$ cat src/rtl/gregorian_date_difference_core_assert.svh
// Assertion macros shared by the RTL of the date difference core.
`ifndef GREGORIAN_DATE_DIFFERENCE_CORE_ASSERT_SVH
`define GREGORIAN_DATE_DIFFERENCE_CORE_ASSERT_SVH

// Checked on every rising clock edge while reset is released.
`define GDD_ASSERT(label, clk, rst_n, prop) \
  label: assert property (@(posedge clk) disable iff (!rst_n) prop) \
    else $error("gdd assertion failed");

// Checked on every rising clock edge, reset included.
`define GDD_ASSERT_ALWAYS(label, clk, prop) \
  label: assert property (@(posedge clk) prop) \
    else $error("gdd assertion failed");

`endif

$ cat src/rtl/gdd_pkg.sv
// Types, constants and helper functions of the Gregorian date difference core.
package gdd_pkg;

  localparam int unsigned YearW   = 14;
  localparam int unsigned MonthW  = 4;
  localparam int unsigned DayW    = 5;
  localparam int unsigned StatusW = 2;
  localparam int unsigned CountW  = 22;
  // shifted year: year + 400, minus 1 for Jan and Feb, up to 16783
  localparam int unsigned YyW     = 15;
  // quotient of a shifted year by 100, up to 167
  localparam int unsigned QW      = 8;
  // day number, up to about 6.1 million
  localparam int unsigned DnW     = 23;
  localparam int unsigned OffW    = 9;

  localparam int unsigned YearBias   = 400;
  localparam int unsigned DaysInYear = 365;
  // floor(x / 100) = (x * 5243) >> 19 for every x below 43690
  localparam int unsigned Div100Mul   = 5243;
  localparam int unsigned Div100Shift = 19;
  localparam int unsigned Div100ProdW = YyW + 13;

  localparam logic [StatusW-1:0] StatusOk        = 2'd0;
  localparam logic [StatusW-1:0] StatusFirstBad  = 2'd1;
  localparam logic [StatusW-1:0] StatusSecondBad = 2'd2;

  // one date after the first stage: raw fields plus the quotients it needs
  typedef struct packed {
    logic [YearW-1:0]  year;
    logic [MonthW-1:0] month;
    logic [DayW-1:0]   day;
    logic [YyW-1:0]    yy;
    logic [QW-1:0]     yy_q100;
    logic [QW-1:0]     year_q100;
  } gdd_prep_t;

  function automatic logic [QW-1:0] div100(input logic [YyW-1:0] x);
    logic [Div100ProdW-1:0] prod;
    prod = Div100ProdW'(x) * Div100ProdW'(Div100Mul);
    return prod[Div100Shift +: QW];
  endfunction

  function automatic logic [DayW-1:0] month_len(input logic [MonthW-1:0] m,
                                                input logic leap);
    logic [DayW-1:0] len;
    case (m)
      4'd1, 4'd3, 4'd5, 4'd7, 4'd8, 4'd10, 4'd12: len = 5'd31;
      4'd4, 4'd6, 4'd9, 4'd11:                    len = 5'd30;
      4'd2:                                       len = leap ? 5'd29 : 5'd28;
      default:                                    len = 5'd0;
    endcase
    return len;
  endfunction

  // days from March 1 to the first of the month (year starts in March)
  function automatic logic [OffW-1:0] month_offset(input logic [MonthW-1:0] m);
    logic [OffW-1:0] off;
    case (m)
      4'd3:    off = 9'd0;
      4'd4:    off = 9'd31;
      4'd5:    off = 9'd61;
      4'd6:    off = 9'd92;
      4'd7:    off = 9'd122;
      4'd8:    off = 9'd153;
      4'd9:    off = 9'd184;
      4'd10:   off = 9'd214;
      4'd11:   off = 9'd245;
      4'd12:   off = 9'd275;
      4'd1:    off = 9'd306;
      4'd2:    off = 9'd337;
      default: off = 9'd0;
    endcase
    return off;
  endfunction

  function automatic gdd_prep_t prep(input logic [YearW-1:0] y,
                                     input logic [MonthW-1:0] m,
                                     input logic [DayW-1:0] d);
    gdd_prep_t p;
    p.year      = y;
    p.month     = m;
    p.day       = d;
    // Jan and Feb count as the end of the previous year
    p.yy        = YyW'(y) + YyW'(YearBias) - ((m <= 4'd2) ? YyW'(1) : YyW'(0));
    p.yy_q100   = div100(p.yy);
    p.year_q100 = div100(YyW'(y));
    return p;
  endfunction

  function automatic logic date_ok(input gdd_prep_t p);
    logic            r100_zero;
    logic            leap;
    logic [DayW-1:0] len;
    r100_zero = (p.year == YearW'(YearW'(p.year_q100) * YearW'(100)));
    leap      = ((p.year[1:0] == 2'd0) && !r100_zero) ||
                (r100_zero && (p.year_q100[1:0] == 2'd0));
    len       = month_len(p.month, leap);
    return (p.month >= 4'd1) && (p.month <= 4'd12) &&
           (p.day != '0) && (p.day <= len);
  endfunction

  // day number up to a constant offset, which cancels in the difference
  function automatic logic [DnW-1:0] day_number(input gdd_prep_t p);
    return DnW'(p.yy) * DnW'(DaysInYear) + DnW'(p.yy >> 2) - DnW'(p.yy_q100)
         + DnW'(p.yy_q100 >> 2) + DnW'(month_offset(p.month)) + DnW'(p.day);
  endfunction

endpackage

$ cat src/rtl/gregorian_date_difference_core.sv
// Top level of the Gregorian date difference core: input register, one pass, result register.
//
// Input channel: in_valid_i / in_stall_o carry one beat holding two dates
// (year, month, day each). Output channel: out_valid_o / out_stall_i carry
// one result beat per input beat, in order: status_o (0 both dates valid,
// 1 first date bad, 2 second date bad) and day_count_o, the absolute day
// distance, zero when status_o is nonzero and saturated at 22 bits.
// A beat moves when valid is high and stall is low at a rising edge.
// From input beat to result beat lie the input register, then the date
// checks and day numbers in one combinational pass into the result
// register. Throughput is one beat per cycle while out_stall_i is low;
// each register loads whenever it is empty or the one after it moves, so
// a result waiting at the output does not keep the input side from
// taking a new beat until both registers are full.
// When out_stall_i is held, the result register holds its beat unchanged
// and in_stall_o rises once the input register has filled too.
// rst_ni (asynchronous, active low) empties both registers; no result is
// lost or repeated across a stall, and the core keeps no state between beats.
module gregorian_date_difference_core (
  input  logic                          clk_i,
  input  logic                          rst_ni,
  input  logic                          in_valid_i,
  output logic                          in_stall_o,
  input  logic [gdd_pkg::YearW-1:0]     first_year_i,
  input  logic [gdd_pkg::MonthW-1:0]    first_month_i,
  input  logic [gdd_pkg::DayW-1:0]      first_day_i,
  input  logic [gdd_pkg::YearW-1:0]     second_year_i,
  input  logic [gdd_pkg::MonthW-1:0]    second_month_i,
  input  logic [gdd_pkg::DayW-1:0]      second_day_i,
  output logic                          out_valid_o,
  input  logic                          out_stall_i,
  output logic [gdd_pkg::StatusW-1:0]   status_o,
  output logic [gdd_pkg::CountW-1:0]    day_count_o
);
  import gdd_pkg::*;

  logic s1_vld_q, s2_vld_q;
  logic s1_en, s2_en;

  logic [YearW-1:0]  s1_y1_q, s1_y2_q;
  logic [MonthW-1:0] s1_m1_q, s1_m2_q;
  logic [DayW-1:0]   s1_d1_q, s1_d2_q;

  gdd_prep_t      p1, p2;
  logic           ok1, ok2;
  logic [DnW-1:0] dn1, dn2;

  logic [DnW-1:0]     diff;
  logic [StatusW-1:0] status_d, status_q;
  logic [CountW-1:0]  count_d, count_q;

  // a register loads when empty or when its contents move on
  assign s2_en = !s2_vld_q || !out_stall_i;
  assign s1_en = !s1_vld_q || s2_en;

  assign in_stall_o = !s1_en;

  always_ff @(posedge clk_i or negedge rst_ni) begin
    if (!rst_ni) begin
      s1_vld_q <= 1'b0;
      s2_vld_q <= 1'b0;
    end else begin
      if (s1_en) s1_vld_q <= in_valid_i;
      if (s2_en) s2_vld_q <= s1_vld_q;
    end
  end

  always_ff @(posedge clk_i) begin
    if (s1_en && in_valid_i) begin
      s1_y1_q <= first_year_i;
      s1_m1_q <= first_month_i;
      s1_d1_q <= first_day_i;
      s1_y2_q <= second_year_i;
      s1_m2_q <= second_month_i;
      s1_d2_q <= second_day_i;
    end
    if (s2_en && s1_vld_q) begin
      status_q <= status_d;
      count_q  <= count_d;
    end
  end

  always_comb begin
    p1   = prep(s1_y1_q, s1_m1_q, s1_d1_q);
    p2   = prep(s1_y2_q, s1_m2_q, s1_d2_q);
    ok1  = date_ok(p1);
    ok2  = date_ok(p2);
    dn1  = day_number(p1);
    dn2  = day_number(p2);
    diff = (dn1 >= dn2) ? (dn1 - dn2) : (dn2 - dn1);
    if (!ok1) begin
      status_d = StatusFirstBad;
      count_d  = '0;
    end else if (!ok2) begin
      status_d = StatusSecondBad;
      count_d  = '0;
    end else begin
      status_d = StatusOk;
      // only out-of-range years can reach the top bit
      count_d  = diff[DnW-1] ? '1 : diff[CountW-1:0];
    end
  end

  assign out_valid_o = s2_vld_q;
  assign status_o    = status_q;
  assign day_count_o = count_q;

`include "gregorian_date_difference_core_assert.svh"

  `GDD_ASSERT(a_bad_date_zero, clk_i, rst_ni, s2_vld_q && status_q != StatusOk |-> count_q == '0)
  `GDD_ASSERT(a_status_code_known, clk_i, rst_ni, s2_vld_q |-> status_q <= StatusSecondBad)
  `GDD_ASSERT_ALWAYS(a_no_stall_when_drained, clk_i, !out_stall_i |-> !in_stall_o)
  `GDD_ASSERT(a_full_stall, clk_i, rst_ni, s1_vld_q && s2_vld_q && out_stall_i |-> in_stall_o)

endmodule

$ cat config.mk
export PLATFORM = sky130hd
export DESIGN_NAME = gregorian_date_difference_core
export DESIGN_NICKNAME = d
export VERILOG_FILES = /design/src/rtl/gdd_pkg.sv /design/src/rtl/gregorian_date_difference_core.sv
export VERILOG_INCLUDE_DIRS = /design/src /design/src/rtl
export SDC_FILE = /design/constraint.sdc
export NUM_CORES = 2
export LEC_CHECK = 0
export BUFFER_PORTS_ARGS = -buffer_cell sky130_fd_sc_hd__buf_2
export CAP_MARGIN = 20
export CORE_ASPECT_RATIO = 1.75
export CORE_MARGIN = 4
export CORE_UTILIZATION = 30
export DETAILED_ROUTE_END_ITERATION = 6
export SLEW_MARGIN = 0
export SYNTH_ARGS = -nofsm -noshare
export SYNTH_HDL_FRONTEND = slang
export SYNTH_SLANG_ARGS = --single-unit
$ cat constraint.sdc
create_clock -name clk_i -period 16.9 [get_ports clk_i]
set_clock_uncertainty 0.2 [all_clocks]
set_input_delay 0.845 -clock clk_i [delete_from_list [all_inputs] [get_ports clk_i]]
set_output_delay 0.845 -clock clk_i [all_outputs]
set_load 0.03 [all_outputs]
==> results_dict.tcl <==
set metrics [dict create \
    die_h_um 433 \
    clock_latency_ps 400 \
    syn_nets 4431 \
    drive_above_1_share_pct 6.31 \
    cpPeakStageDelay_ps 540 \
    tritoncts "done" \
    hold_class "primary input to asynchronous set/reset pin" \
    synthDistinctLibCells 88 \
    area.growth.synth_to_final_pct 8.58 \
    fin_nets 4545 \
    tns_ps 0 \
    async_flop_share_pct 2.22 \
    wirelength_met1_um 29100 \
    yosysWarningCount 0 \
    wl_met2_um 45300 \
    ios 76 \
    final-hold-violation-count 0 \
    synth_top_area_share_pct 29.7 \
    place.gp.congestion 0.929 \
    utilization_pct 32.9 \
    port_buffers 75 \
    top_layer "met5" \
    cts-buffers-inserted 9 \
    antenna_found_initial 5 \
    dp.cells 4624 \
    drt_iter0_markers 815 \
    cts-root-buf "clkbuf_16" \
    max_freq_mhz 62.4 \
    met3WireLength_um 1830 \
    netlist.top_cell.by_area "fa_1" \
    cap_violations 0 \
    rsz0062_at_grt "no" \
    synth_cells 3192 \
    yosys-top-cells-area "fa_1 30%, ha_1 29%, inv_1 11%" \
    grt_pass1_vias 24200 \
    h-tree-depth 3 \
    vias 22000 \
    critPathArrivalTime_ps 15950 \
    synth_top_flop_cell "edfxtp_1" \
    vias_per_cell 4.73 \
    ys_seq_area_share_pct 8.10 \
    drt_wl_total_um 81800 \
    avgSynthCellArea_sq_um 9.72 \
    n_antenna_cell 0 \
    crit_slowest_cell "fa_1" \
    hpwl_um 73400 \
    crit_required_ps 16830 \
    cts_sinks 90 \
    cp_max_fo 8 \
    path_class "flip-flop to flip-flop" \
    rows 155 \
    core_area_sq_um 102000 \
    path_common_cell "inv_1" \
    cp-end-kind "flip-flop" \
    yosys_register_bits 90 \
    slew_headroom_pct 32.2 \
    path_buf_inv 13 \
    die_x_um 251 \
    cts_hold_buf 0 \
    grt_pass1_wl_um 130000 \
    grt_max_degree 29 \
    critical_path.startpoint_type "flip-flop" \
    clock_path_buffers 2 \
    first_pass_iters 5 \
    antenna_left 0 \
    status "complete, no violations" \
    wl_per_cell_um 17.6 \
    synth_area_sq_um 31000 \
    fin_crit_sh_pct 94.8 \
    setup_viol 0 \
    fin_cells 4645 \
    grt_overflow 0 \
    clk_pin_slew_ps 90 \
    slew_viol_final 0 \
    min_period_ps 16010 \
    dieArea_sq_um 109000 \
    cp-startpoint "s1_m1_q[3]" \
    cp_top_family "adder cells" \
    synth_enable_flop_cells 70 \
    fill_cells 10600 \
    tightest_slew_ps 1010 \
    grtUsageTotal_pct 15.3 \
    r2r-start "s1_m1_q[3]" \
    drc 0 \
    start_util_pct 30.3 \
]
layout by cell type, fill, tap and decap left out, types with 19 or more instances in the layout:
cell / n
a211oi_1: 19
a21o_1: 72
a21oi_1: 103
buf_2: 75
buf_4: 54
edfxtp_1: 70
fa_1: 460
ha_1: 729
inv_1: 896
nand2_1: 69
nand2b_1: 26
nand3_1: 20
nor2_1: 77
nor2b_1: 20
nor3_1: 32
o211ai_1: 24
o21a_1: 25
o21ai_0: 70
o21bai_1: 19
xnor2_1: 129
xor2_1: 51
layout make-up:
class	count	area (sq um)	share of cell area, %
Timing Repair Buffer	130	801	2.38
Inverter	898	3370	10.0
Multi-Input combinational cell	2177	25000	74.3
Sequential cell	90	2510	7.46
Tap cell	1334	1670	4.95
Clock inverter	7	76.3	0.227
Clock buffer	9	225	0.668
worst register-to-register path, delay by kind of cell, from the launching register on:
family	cells	cell delay, ps
XOR/XNOR	4	910
flip-flops	1	460
AND/OR/NAND/NOR	8	1160
buffers and inverters	13	1150
adder cells (fa/ha/maj)	17	6470
AO/OA/AOI/OAI	23	5400
path summary, 6_finish.rpt:
check,slack [ps],to,depth (start not counted)
max in group asynchronous,16390,out_valid_o,1
worst max register to register,890,day_count_o[19],65
worst min register to register,280,out_valid_o,1
worst max-delay path,890,day_count_o[19],65
min in group clk_i,280,out_valid_o,1
worst min-delay path,20,s1_vld_q,1
cell families (layout without fill, tap and decap cells):
family,count (synthesis),after routing,share of synthesized area (%)
multiplexers,15,15,0.516
AO/OA/AOI/OAI,466,466,10.3
flip-flops,90,90,8.10
AND/OR/NAND/NOR,325,325,5.32
adder cells (fa/ha/maj),1189,1189,59.1
buffers and inverters,925,1044,11.4
XOR/XNOR,182,182,5.23
cells in the mapped netlist, types with 6 or more instances:
cell      number
and3_1        16
and2_1         8
o21a_1        25
o21ai_1       12
clkbuf_1      12
nor3_1        33
mux2i_1       13
inv_1        897
nand3_1       20
dfxtp_1       18
a211oi_1      22
nand4_1       15
a221oi_1       6
or3_1         13
o21ai_0       70
o211ai_1      24
ha_1         729
nand2b_1      26
a31oi_1       14
buf_6          6
nor2b_1       20
a211o_1       11
xor2_1        51
or2_2          9
nor2_1        77
xnor2_1      129
a21oi_2       18
a21oi_1      103
fa_1         460
nand2_1       69
edfxtp_1      70
a21o_1        72
o211a_1        7
o21bai_1      19
o31ai_1        8
repair_timing:
action / in CTS / in global routing
setup buffers: 0 / 5
endpoints found under the hold margin: 0 / 0
endpoints found under the setup margin: 0 / 22
gates resized for setup: 0 / 11
per-layer routing:
| layer | vias to the layer above | track usage [%] |
|---|---|---|
| li1 | 10500 | - |
| met3 | 218 | 1.26 |
| met5 | - | 0 |
| met1 | 10900 | 15.5 |
| met2 | 439 | 30.5 |
| met4 | 2 | 8.45 |
per-stage QoR:
stage | area [sq um] | worst slack (ps) | hold WS [ps]
2_1_floorplan | 31000 | 2080 | 243
3_3_place_gp | 33300 | 356 | 262
3_5_place_dp | 33300 | 236 | 271
4_1_cts | 33600 | 137 | 5.63
5_1_grt | 33700 | 22.5 | 16.9
6_report | 33700 | 886 | 16.5
Power is left out: the tool's default activity adds up to more than one toggle a clock period on the data nets, which glitch-free logic cannot reach.
